`src/design/stcg_pkg.sv`:
```
// Shared types and constants of the spiral tiling cell generator.
package stcg_pkg;

	localparam int unsigned CfgIdxBits  = 3;
	localparam int unsigned CfgDataBits = 15;

	localparam logic [CfgIdxBits-1:0] RegOutputX      = 3'd0;
	localparam logic [CfgIdxBits-1:0] RegOutputY      = 3'd1;
	localparam logic [CfgIdxBits-1:0] RegOutputWidth  = 3'd2;
	localparam logic [CfgIdxBits-1:0] RegOutputHeight = 3'd3;
	localparam logic [CfgIdxBits-1:0] RegGapSize      = 3'd4;
	localparam logic [CfgIdxBits-1:0] RegMinSize      = 3'd5;
	localparam logic [CfgIdxBits-1:0] RegSpiralMode   = 3'd6;

	// Split steps: left half, top half, right half, bottom half
	localparam logic [1:0] DirLeft   = 2'd0;
	localparam logic [1:0] DirTop    = 2'd1;
	localparam logic [1:0] DirRight  = 2'd2;
	localparam logic [1:0] DirBottom = 2'd3;

	typedef struct packed {
		logic signed [14:0] output_x;
		logic signed [14:0] output_y;
		logic [13:0]        output_width;
		logic [13:0]        output_height;
		logic [7:0]         gap_size;
		logic [7:0]         min_size;
		logic               spiral_mode;
	} cfg_t;

	typedef struct packed {
		logic [14:0] free_width;
		logic [14:0] free_height;
		logic [1:0]  split_direction;
	} free_size_t;

	typedef struct packed {
		logic        first_window;
		logic        last_window;
		logic [14:0] current_width;
		logic [14:0] current_height;
	} item_t;

	typedef struct packed {
		logic [15:0] cell_x;
		logic [15:0] cell_y;
		logic [14:0] cell_width;
		logic [14:0] cell_height;
		logic        needs_resize;
	} result_t;

endpackage

```
`src/design/stcg_cfg_regs.sv`:
```
// Configuration register file of the tiling cell generator.
module stcg_cfg_regs (
	input  logic                                clk,
	input  logic                                arst_n,
	input  logic                                cfg_wen,
	input  logic [stcg_pkg::CfgIdxBits-1:0]     cfg_idx,
	input  logic [stcg_pkg::CfgDataBits-1:0]    cfg_data,
	output stcg_pkg::cfg_t                      cfg
);

	stcg_pkg::cfg_t cfg_q;

	always_ff @(posedge clk or negedge arst_n) begin
		if (!arst_n) begin
			cfg_q.output_x      <= 15'sd0;
			cfg_q.output_y      <= 15'sd0;
			cfg_q.output_width  <= 14'd1920;
			cfg_q.output_height <= 14'd1080;
			cfg_q.gap_size      <= 8'd0;
			cfg_q.min_size      <= 8'd32;
			cfg_q.spiral_mode   <= 1'b1;
		end else if (cfg_wen) begin
			case (cfg_idx)
				stcg_pkg::RegOutputX:      cfg_q.output_x      <= cfg_data;
				stcg_pkg::RegOutputY:      cfg_q.output_y      <= cfg_data;
				stcg_pkg::RegOutputWidth:  cfg_q.output_width  <= cfg_data[13:0];
				stcg_pkg::RegOutputHeight: cfg_q.output_height <= cfg_data[13:0];
				stcg_pkg::RegGapSize:      cfg_q.gap_size      <= cfg_data[7:0];
				stcg_pkg::RegMinSize:      cfg_q.min_size      <= cfg_data[7:0];
				stcg_pkg::RegSpiralMode:   cfg_q.spiral_mode   <= cfg_data[0];
				default: ;
			endcase
		end
	end

	assign cfg = cfg_q;

endmodule

```
`src/design/stcg_layout.sv`:
```
// Combinational split of the free rectangle into one window cell.
module stcg_layout #(
	parameter int unsigned COORD_BITS = 16
) (
	input  stcg_pkg::cfg_t                  cfg,
	input  stcg_pkg::item_t                 item,
	input  logic signed [COORD_BITS-1:0]    free_x,
	input  logic signed [COORD_BITS-1:0]    free_y,
	input  stcg_pkg::free_size_t            free_size,
	output logic signed [COORD_BITS-1:0]    next_free_x,
	output logic signed [COORD_BITS-1:0]    next_free_y,
	output stcg_pkg::free_size_t            next_free_size,
	output stcg_pkg::result_t               result
);

	logic [6:0]                  half_gap;
	logic [31:0]                 ox_ext, oy_ext;
	logic [15:0]                 rw_diff, rh_diff;
	logic signed [COORD_BITS-1:0] fx, fy, cx, cy;
	logic [14:0]                 fw, fh, cw, ch, half_w, half_h;
	logic [1:0]                  dir, step;
	logic [31:0]                 cx_ext, cy_ext;
	logic [15:0]                 cw_diff, ch_diff;
	logic [14:0]                 cw_fin, ch_fin;

	assign half_gap = cfg.gap_size[7:1];
	assign ox_ext   = 32'(cfg.output_x);
	assign oy_ext   = 32'(cfg.output_y);
	assign rw_diff  = {2'b00, cfg.output_width} - {8'd0, cfg.gap_size};
	assign rh_diff  = {2'b00, cfg.output_height} - {8'd0, cfg.gap_size};

	always_comb begin
		// reload from the output area, shrunk by one gap
		if (item.first_window) begin
			fx  = ox_ext[COORD_BITS-1:0] + COORD_BITS'(half_gap);
			fy  = oy_ext[COORD_BITS-1:0] + COORD_BITS'(half_gap);
			fw  = rw_diff[15] ? 15'd0 : rw_diff[14:0];
			fh  = rh_diff[15] ? 15'd0 : rh_diff[14:0];
			dir = 2'd0;
		end else begin
			fx  = free_x;
			fy  = free_y;
			fw  = free_size.free_width;
			fh  = free_size.free_height;
			dir = free_size.split_direction;
		end
		half_w = {1'b0, fw[14:1]};
		half_h = {1'b0, fh[14:1]};
		step   = cfg.spiral_mode ? dir : {1'b0, dir[0]};

		cx = fx;
		cy = fy;
		cw = fw;
		ch = fh;
		next_free_x = fx;
		next_free_y = fy;
		next_free_size.free_width  = fw;
		next_free_size.free_height = fh;
		next_free_size.split_direction = dir + 2'd1;

		if (!item.last_window) begin
			case (step)
				stcg_pkg::DirLeft: begin
					cw = half_w;
					next_free_x = fx + COORD_BITS'(half_w);
					next_free_size.free_width = fw - half_w;
				end
				stcg_pkg::DirTop: begin
					ch = half_h;
					next_free_y = fy + COORD_BITS'(half_h);
					next_free_size.free_height = fh - half_h;
				end
				stcg_pkg::DirRight: begin
					cw = half_w;
					cx = fx + COORD_BITS'(fw - half_w);
					next_free_size.free_width = fw - half_w;
				end
				default: begin
					ch = half_h;
					cy = fy + COORD_BITS'(fh - half_h);
					next_free_size.free_height = fh - half_h;
				end
			endcase
		end
	end

	assign cx_ext  = 32'(cx);
	assign cy_ext  = 32'(cy);
	assign cw_diff = {1'b0, cw} - {8'd0, cfg.gap_size};
	assign ch_diff = {1'b0, ch} - {8'd0, cfg.gap_size};

	// raise to the minimum size; a negative difference always takes the floor
	assign cw_fin = ($signed(cw_diff) < $signed({8'd0, cfg.min_size}))
		? {7'd0, cfg.min_size} : cw_diff[14:0];
	assign ch_fin = ($signed(ch_diff) < $signed({8'd0, cfg.min_size}))
		? {7'd0, cfg.min_size} : ch_diff[14:0];

	assign result.cell_x       = cx_ext[15:0] + {9'd0, half_gap};
	assign result.cell_y       = cy_ext[15:0] + {9'd0, half_gap};
	assign result.cell_width   = cw_fin;
	assign result.cell_height  = ch_fin;
	assign result.needs_resize = (item.current_width != cw_fin) ||
		(item.current_height != ch_fin);

endmodule

```
`src/design/spiral_tiling_cell_generator_top.sv`:
```
// Top level of the spiral tiling cell generator.
// An input item passes the input register, then the result register, to the master side.
// One item per cycle unless m_tready stalls; free rectangle updates in one registered pass.
// Input and result registers decouple the sides; one item is taken while a result waits.
// Reset (arst_n low, asynchronous): registers to defaults, free rectangle zero, stages empty.
module spiral_tiling_cell_generator_top #(
	parameter int unsigned COORD_BITS = 16
) (
	input  logic                                clk,
	input  logic                                arst_n,
	input  logic                                cfg_wen,
	input  logic [stcg_pkg::CfgIdxBits-1:0]     cfg_idx,
	input  logic [stcg_pkg::CfgDataBits-1:0]    cfg_data,
	input  logic                                s_tvalid,
	output logic                                s_tready,
	// current_width [14:0], current_height [29:15], zero [31:30]
	input  logic [31:0]                         s_tdata,
	input  logic                                s_tlast,  // last_window
	// first_window [0]
	input  logic                                s_tuser,
	output logic                                m_tvalid,
	input  logic                                m_tready,
	// cell_x [15:0], cell_y [31:16], cell_width [46:32], cell_height [61:47],
	// needs_resize [62], zero [63]
	output logic [63:0]                         m_tdata
);

	stcg_pkg::cfg_t       cfg;
	stcg_pkg::item_t      item_s1;
	logic                 valid_s1;
	logic                 advance;
	logic signed [COORD_BITS-1:0] free_x_q, free_y_q, next_free_x, next_free_y;
	stcg_pkg::free_size_t free_size_q, next_free_size;
	stcg_pkg::result_t    result, result_q;
	logic                 m_valid_q;

	stcg_cfg_regs u_cfg (
		.clk      (clk),
		.arst_n   (arst_n),
		.cfg_wen  (cfg_wen),
		.cfg_idx  (cfg_idx),
		.cfg_data (cfg_data),
		.cfg      (cfg)
	);

	assign advance  = valid_s1 && (!m_valid_q || m_tready);
	assign s_tready = !valid_s1 || advance;

	always_ff @(posedge clk or negedge arst_n) begin
		if (!arst_n) begin
			valid_s1 <= 1'b0;
		end else if (s_tready) begin
			valid_s1 <= s_tvalid;
		end
	end

	always_ff @(posedge clk) begin
		if (s_tvalid && s_tready) begin
			item_s1.first_window   <= s_tuser;
			item_s1.last_window    <= s_tlast;
			item_s1.current_width  <= s_tdata[14:0];
			item_s1.current_height <= s_tdata[29:15];
		end
	end

	stcg_layout #(
		.COORD_BITS (COORD_BITS)
	) u_layout (
		.cfg            (cfg),
		.item           (item_s1),
		.free_x         (free_x_q),
		.free_y         (free_y_q),
		.free_size      (free_size_q),
		.next_free_x    (next_free_x),
		.next_free_y    (next_free_y),
		.next_free_size (next_free_size),
		.result         (result)
	);

	// commit the free rectangle only when the item moves to the result register
	always_ff @(posedge clk or negedge arst_n) begin
		if (!arst_n) begin
			free_x_q    <= '0;
			free_y_q    <= '0;
			free_size_q <= '0;
		end else if (advance) begin
			free_x_q    <= next_free_x;
			free_y_q    <= next_free_y;
			free_size_q <= next_free_size;
		end
	end

	always_ff @(posedge clk or negedge arst_n) begin
		if (!arst_n) begin
			m_valid_q <= 1'b0;
		end else if (advance) begin
			m_valid_q <= 1'b1;
		end else if (m_tready) begin
			m_valid_q <= 1'b0;
		end
	end

	always_ff @(posedge clk) begin
		if (advance) begin
			result_q <= result;
		end
	end

	assign m_tvalid = m_valid_q;
	assign m_tdata  = {1'b0, result_q.needs_resize, result_q.cell_height,
		result_q.cell_width, result_q.cell_y, result_q.cell_x};

endmodule

```
`config.mk`:
```
export PLATFORM = sky130hd
export DESIGN_NAME = spiral_tiling_cell_generator_top
export DESIGN_NICKNAME = d
export VERILOG_FILES = /design/src/design/stcg_pkg.sv /design/src/design/stcg_cfg_regs.sv /design/src/design/stcg_layout.sv /design/src/design/spiral_tiling_cell_generator_top.sv
export SDC_FILE = /design/constraint.sdc
export NUM_CORES = 1
export LEC_CHECK = 0
export BUFFER_PORTS_ARGS = -buffer_cell sky130_fd_sc_hd__buf_2
export CAP_MARGIN = 20
export CORE_UTILIZATION = 50
export CTS_CLUSTER_SIZE = 12
export DETAILED_ROUTE_END_ITERATION = 10
export HOLD_SLACK_MARGIN = 0.1
export PLACE_DENSITY = 0.7
export SLEW_MARGIN = 20
export SYNTH_ARGS = -nofsm -noshare
export SYNTH_HDL_FRONTEND = slang
export SYNTH_HIERARCHICAL = 1
export SYNTH_SLANG_ARGS = --single-unit
```
`constraint.sdc`:
```
create_clock -name clk -period 6.3 [get_ports clk]
set_input_delay 0.63 -clock clk [delete_from_list [all_inputs] [get_ports clk]]
set_output_delay 0.63 -clock clk [all_outputs]
set_load 0.05 [all_outputs]
```
# Yosys cells after proc, flatten, opt, wreduce, memory -nomap -nowiden
# Cells that the tools add are included.
# W data, S select, Z words.
# totals
in_bits	57
register_bits	236
# op_classes
muxes	27
n_addsub	17
n_lt_le_gt_ge	2
eq_ne	10
n_reduce_logical	19
# ops
cell	count
$mux W15	12
$mux W16	10
$add A15 B8 Y16	2
$add A16 B14 Y16	2
$add A16 B16 Y16	2
$add A16 B7 Y16	2
$lt A16 B9 Y1	2
$sub A15 B14 Y16	2
$sub A15 B8 Y16	2
$mux W30	1
$ne A15 B15 Y1	2
$sub A14 B8 Y15	2
$sub A15 B14 Y15	2
$reduce_and A2 Y1	7
$eq A3 B3 Y1 const B	3
$eq A3 B2 Y1 const B	2
$mux W2	2
$eq A3 B1 Y1 const B	1
$logic_not A3 Y1	1
$logic_or A1 B1 Y1	3
$reduce_or A3 Y1	1
$add A2 B1 Y2 const B	1
$eq A2 B1 Y1 const B	1
$eq A2 B2 Y1 const B	1
6 further kinds	9

# Longest topological paths before layout
# logic_depth
depth_word	11
depth_mapped	31
depth_no_buf	30

# Cells and area by module
# Netlist, hierarchy kept.
# modules_own_cells
mod	cells_each	n_inst	area_per_inst_um2	seq_area_each_um2
stcg_layout	1535	1	11130.7	0.0
spiral_tiling_cell_generator_top	241	1	5557.8	4504.3
stcg_cfg_regs	164	1	2864.0	1889.3

# Worst setup path after synthesis
# No wires, ideal clock.
# synth_path
path_type	reg2reg
startpoint	register u_cfg.cfg_q, in the netlist u_cfg/cfg[10]
endpoint	register result_q, in the netlist m_tdata[62] (data pin)
t_arrival_ps	5979
path_buffers	0
required_ps	6027
path_slack_ps	48
setup_time_ps	273
stages_incl_launch_ff	24
path_cell_list	dfrtp_1 -> inv_1 -> fa_1 -> a211oi_2 -> o21ai_2 -> a31o_2 -> a21oi_1 -> nand2_1 -> a21boi_0 -> ha_1 -> nor2b_1 -> o211ai_1 -> nand3_1 -> a31oi_1 -> nand3_4 -> or4_1 -> o21ba_4 -> a311oi_4 -> nor2_2 -> xor2_1 -> or4b_1 -> nor4b_2 -> o211ai_1 -> nand4b_1
# synth_lines
item	line	source
start: declaration	stcg_cfg_regs.sv:11	stcg_pkg::cfg_t cfg_q;
end signal: assignment	spiral_tiling_cell_generator_top.sv:105	result_q <= result;
end: declaration	spiral_tiling_cell_generator_top.sv:34	stcg_pkg::result_t result, result_q;

==> flow_metrics.tcl <==
set metrics [dict create \
    seq_area_frac_synth 0.327 \
    fin_skew_ns 0.0134 \
    crit_path_max_fanout 6 \
    overflow 0 \
    async_reset_ff_frac 0.597 \
    die_w_um 200 \
    syn_inst 1940 \
    place_ws_ns -0.136 \
    cp.arrival_ns 6.50 \
    final.min_clock_period_ns 6.20 \
    vias_per_cell 5.67 \
    yosysWarnings 6 \
    fin_crit_sh 0.985 \
    yosys.area.top_type "dfrtp_1" \
    cts_buffer_depth 3 \
    status "complete, but fails checks" \
    place_inst 2605 \
    final_area_um2 22500 \
    hold_path.class "in -> async" \
    clkLatencyLatePin_ns 0.57 \
    place_congestion 0.920 \
    cp.required_ns 6.60 \
    cts_made_buffers 28 \
    path_clk_slew_ns 0.06 \
    fin_tns_setup_ns 0 \
    max_slew.worst_pin.slew_ns 1.03 \
    slew_violations 0 \
    synthTopCellsByArea "dfrtp_1, edfxtp_1, ha_1" \
    start_util 0.506 \
    yosysTopAreaCellShare 0.168 \
    syn_nets 2209 \
    ios 123 \
    synth_edf_count 95 \
    die_h_um 200 \
    fin_cells 2690 \
    multi_input_area_um2 12600 \
    layout.nets 2410 \
    post-dp-hpwl_mm 39.4 \
    synth_cell_types 119 \
    dpl_cell_area_um2 21100 \
    slew_headroom 0.312 \
    drtIter0Drc 1035 \
    clkSinkCount 236 \
    violations "design-rule violations" \
    drt-wirelength-per-cell_um 19.5 \
    die-area_um2 39900 \
    critPathBufInv 3 \
    cts_tree "done" \
    port_buffers 119 \
    grt_pass1_vias 15000 \
    cts_root_buf "clkbuf_16" \
    setup.worst_path.start_class "flop" \
    syn2layout_area_growth_pct 14.9 \
    path_depth 26 \
    seqCellArea_um2 6390 \
    synth-seq-cells 236 \
    cts_max_level 1 \
    nFillCells 3292 \
    antenna_found_initial 6 \
    core_area_um2 38600 \
    rows 72 \
    dr.pass1.iters 8 \
    ff2ff_path_depth 26 \
    synth_area_per_cell_um2 10.1 \
    path_delay_family "compound AO/OA/AOI/OAI gates" \
    grt_pass1_wl_mm 81.1 \
    grt_max_degree 91 \
    setup_ws_ns 0.0960 \
    drcViolationCount 3 \
    rsz0062_at_grt "true" \
    crit_path_max_incr_delay_ns 0.55 \
    totalWireLength_mm 52.4 \
    end_kind "flop" \
    grt.total_usage 0.263 \
    synth-main-ff-cell "dfrtp_1" \
    setup_viol 0 \
    cap_violations 0 \
    worst_path_max_delay_cell "or4b_4" \
    ant_nets 0 \
    drive_gt1_frac 0.239 \
    postCtsHoldBufs 0 \
    critPathKind "reg -> reg" \
    synth_area_um2 19600 \
    fmax_ghz 0.161 \
    num_vias 15300 \
    hold_viol_final 0 \
]
worst register-to-register path: stages (launching register included):
cell      delay [ns]
dfrtp_1         0.37
inv_1           0.06
ha_2            0.17
inv_1           0.06
fa_2            0.43
a211oi_4        0.28
o21ai_2         0.10
a31o_4          0.28
a21oi_4         0.17
nand2_2         0.09
a21boi_2        0.19
ha_1            0.31
nor2b_1         0.14
o211ai_1        0.23
nand3_1         0.17
a31oi_1         0.19
buf_4           0.16
nand3_4         0.08
or4_4           0.46
o21ba_4         0.24
a311oi_4        0.30
nor2_2          0.10
xor2_2          0.23
or4b_4          0.55
nor4b_4         0.29
o211ai_1        0.12
nand4b_1        0.18
cells by family (layout without fill, tap and decap cells):
group | Yosys count | in the layout | share of synthesized area
xor gates and xnor gates | 180 | 180 | 0.0806
and+or+nand+nor | 456 | 456 | 0.122
buffers and inverters | 193 | 416 | 0.0437
other | 1 | 10 | 0.000192
DFF | 236 | 236 | 0.327
adders and majority gates | 212 | 212 | 0.151
AOI/OAI and AO/OA | 480 | 480 | 0.163
muxes | 182 | 182 | 0.112
through the flow:
step / hold slack, ns / utilization
2_1_floorplan: 0.334 / -
3_3_place_gp: 0.473 / 0.547
3_5_place_dp: 0.486 / 0.547
4_1_cts: 0.174 / 0.571
5_1_grt: 0.216 / 0.580
6_report: 0.132 / 0.581
cells in the final DEF (no fill, tap or decap), types with 93 or more instances in the layout:
master / n
a21oi_1: 168
buf_2: 118
buf_4: 101
dfrtp_1: 131
edfxtp_1: 95
ha_1: 170
inv_1: 129
nand2_1: 93
nor2_1: 143
xnor2_1: 120
cells in the mapped netlist, drive strengths merged (29+ instances only):
| library cell | count |
|---|---|
| a21o | 37 |
| a21oi | 175 |
| clkbuf | 31 |
| dfrtp | 131 |
| edfxtp | 95 |
| fa | 39 |
| ha | 173 |
| inv | 141 |
| mux2 | 149 |
| mux2i | 33 |
| nand2 | 96 |
| nor2 | 148 |
| nor2b | 29 |
| nor3 | 32 |
| o21ai | 95 |
| xnor2 | 121 |
| xor2 | 59 |
timing repair:
item	4_1_cts	5_1_grt
setup endpoints to repair	1	6
cloned	0	0
pin swaps	1	34
buffers inserted	1	23
gates resized for setup	7	53
registers in the layout (all words and copies together) (netlist names):
register	cells
valid_s1	1
free_x_q	16
item_s1	32
free_size_q	32
m_tdata	63
free_y_q	16
u_cfg/cfg	75
m_tvalid	1
path summary, 6_finish.rpt:
path                                    start  slack [ns]       endpoint
worst max register to register  u_cfg/cfg[31]         0.1    m_tdata[62]
min in group clk                  s_tdata[29]        0.23    item_s1[14]
worst min register to register  u_cfg/cfg[34]        0.50  u_cfg/cfg[34]
worst min-delay path                   arst_n        0.13   free_x_q[14]
worst max-delay path            u_cfg/cfg[31]         0.1    m_tdata[62]
max in group asynchronous              arst_n        4.85  u_cfg/cfg[67]
per-layer routing:
| metal | part of all wire | track usage |
|---|---|---|
| met5 | 0.00088 | 0 |
| met4 | 0.024 | 0.0820 |
| met3 | 0.068 | 0.0454 |
| met2 | 0.44 | 0.410 |
| met1 | 0.46 | 0.372 |
cell type report:
type / instances / share of cell area
Antenna cell: 9 / 0.00100
Clock buffer: 38 / 0.0352
Clock inverter: 14 / 0.00462
Inverter: 142 / 0.0241
Multi-Input combinational cell: 1511 / 0.560
Sequential cell: 236 / 0.285
Tap cell: 518 / 0.0289
Timing Repair Buffer: 222 / 0.0620
Power is not shown: default switching activity piles up to over one toggle a cycle in this logic, so the estimate is an artifact.
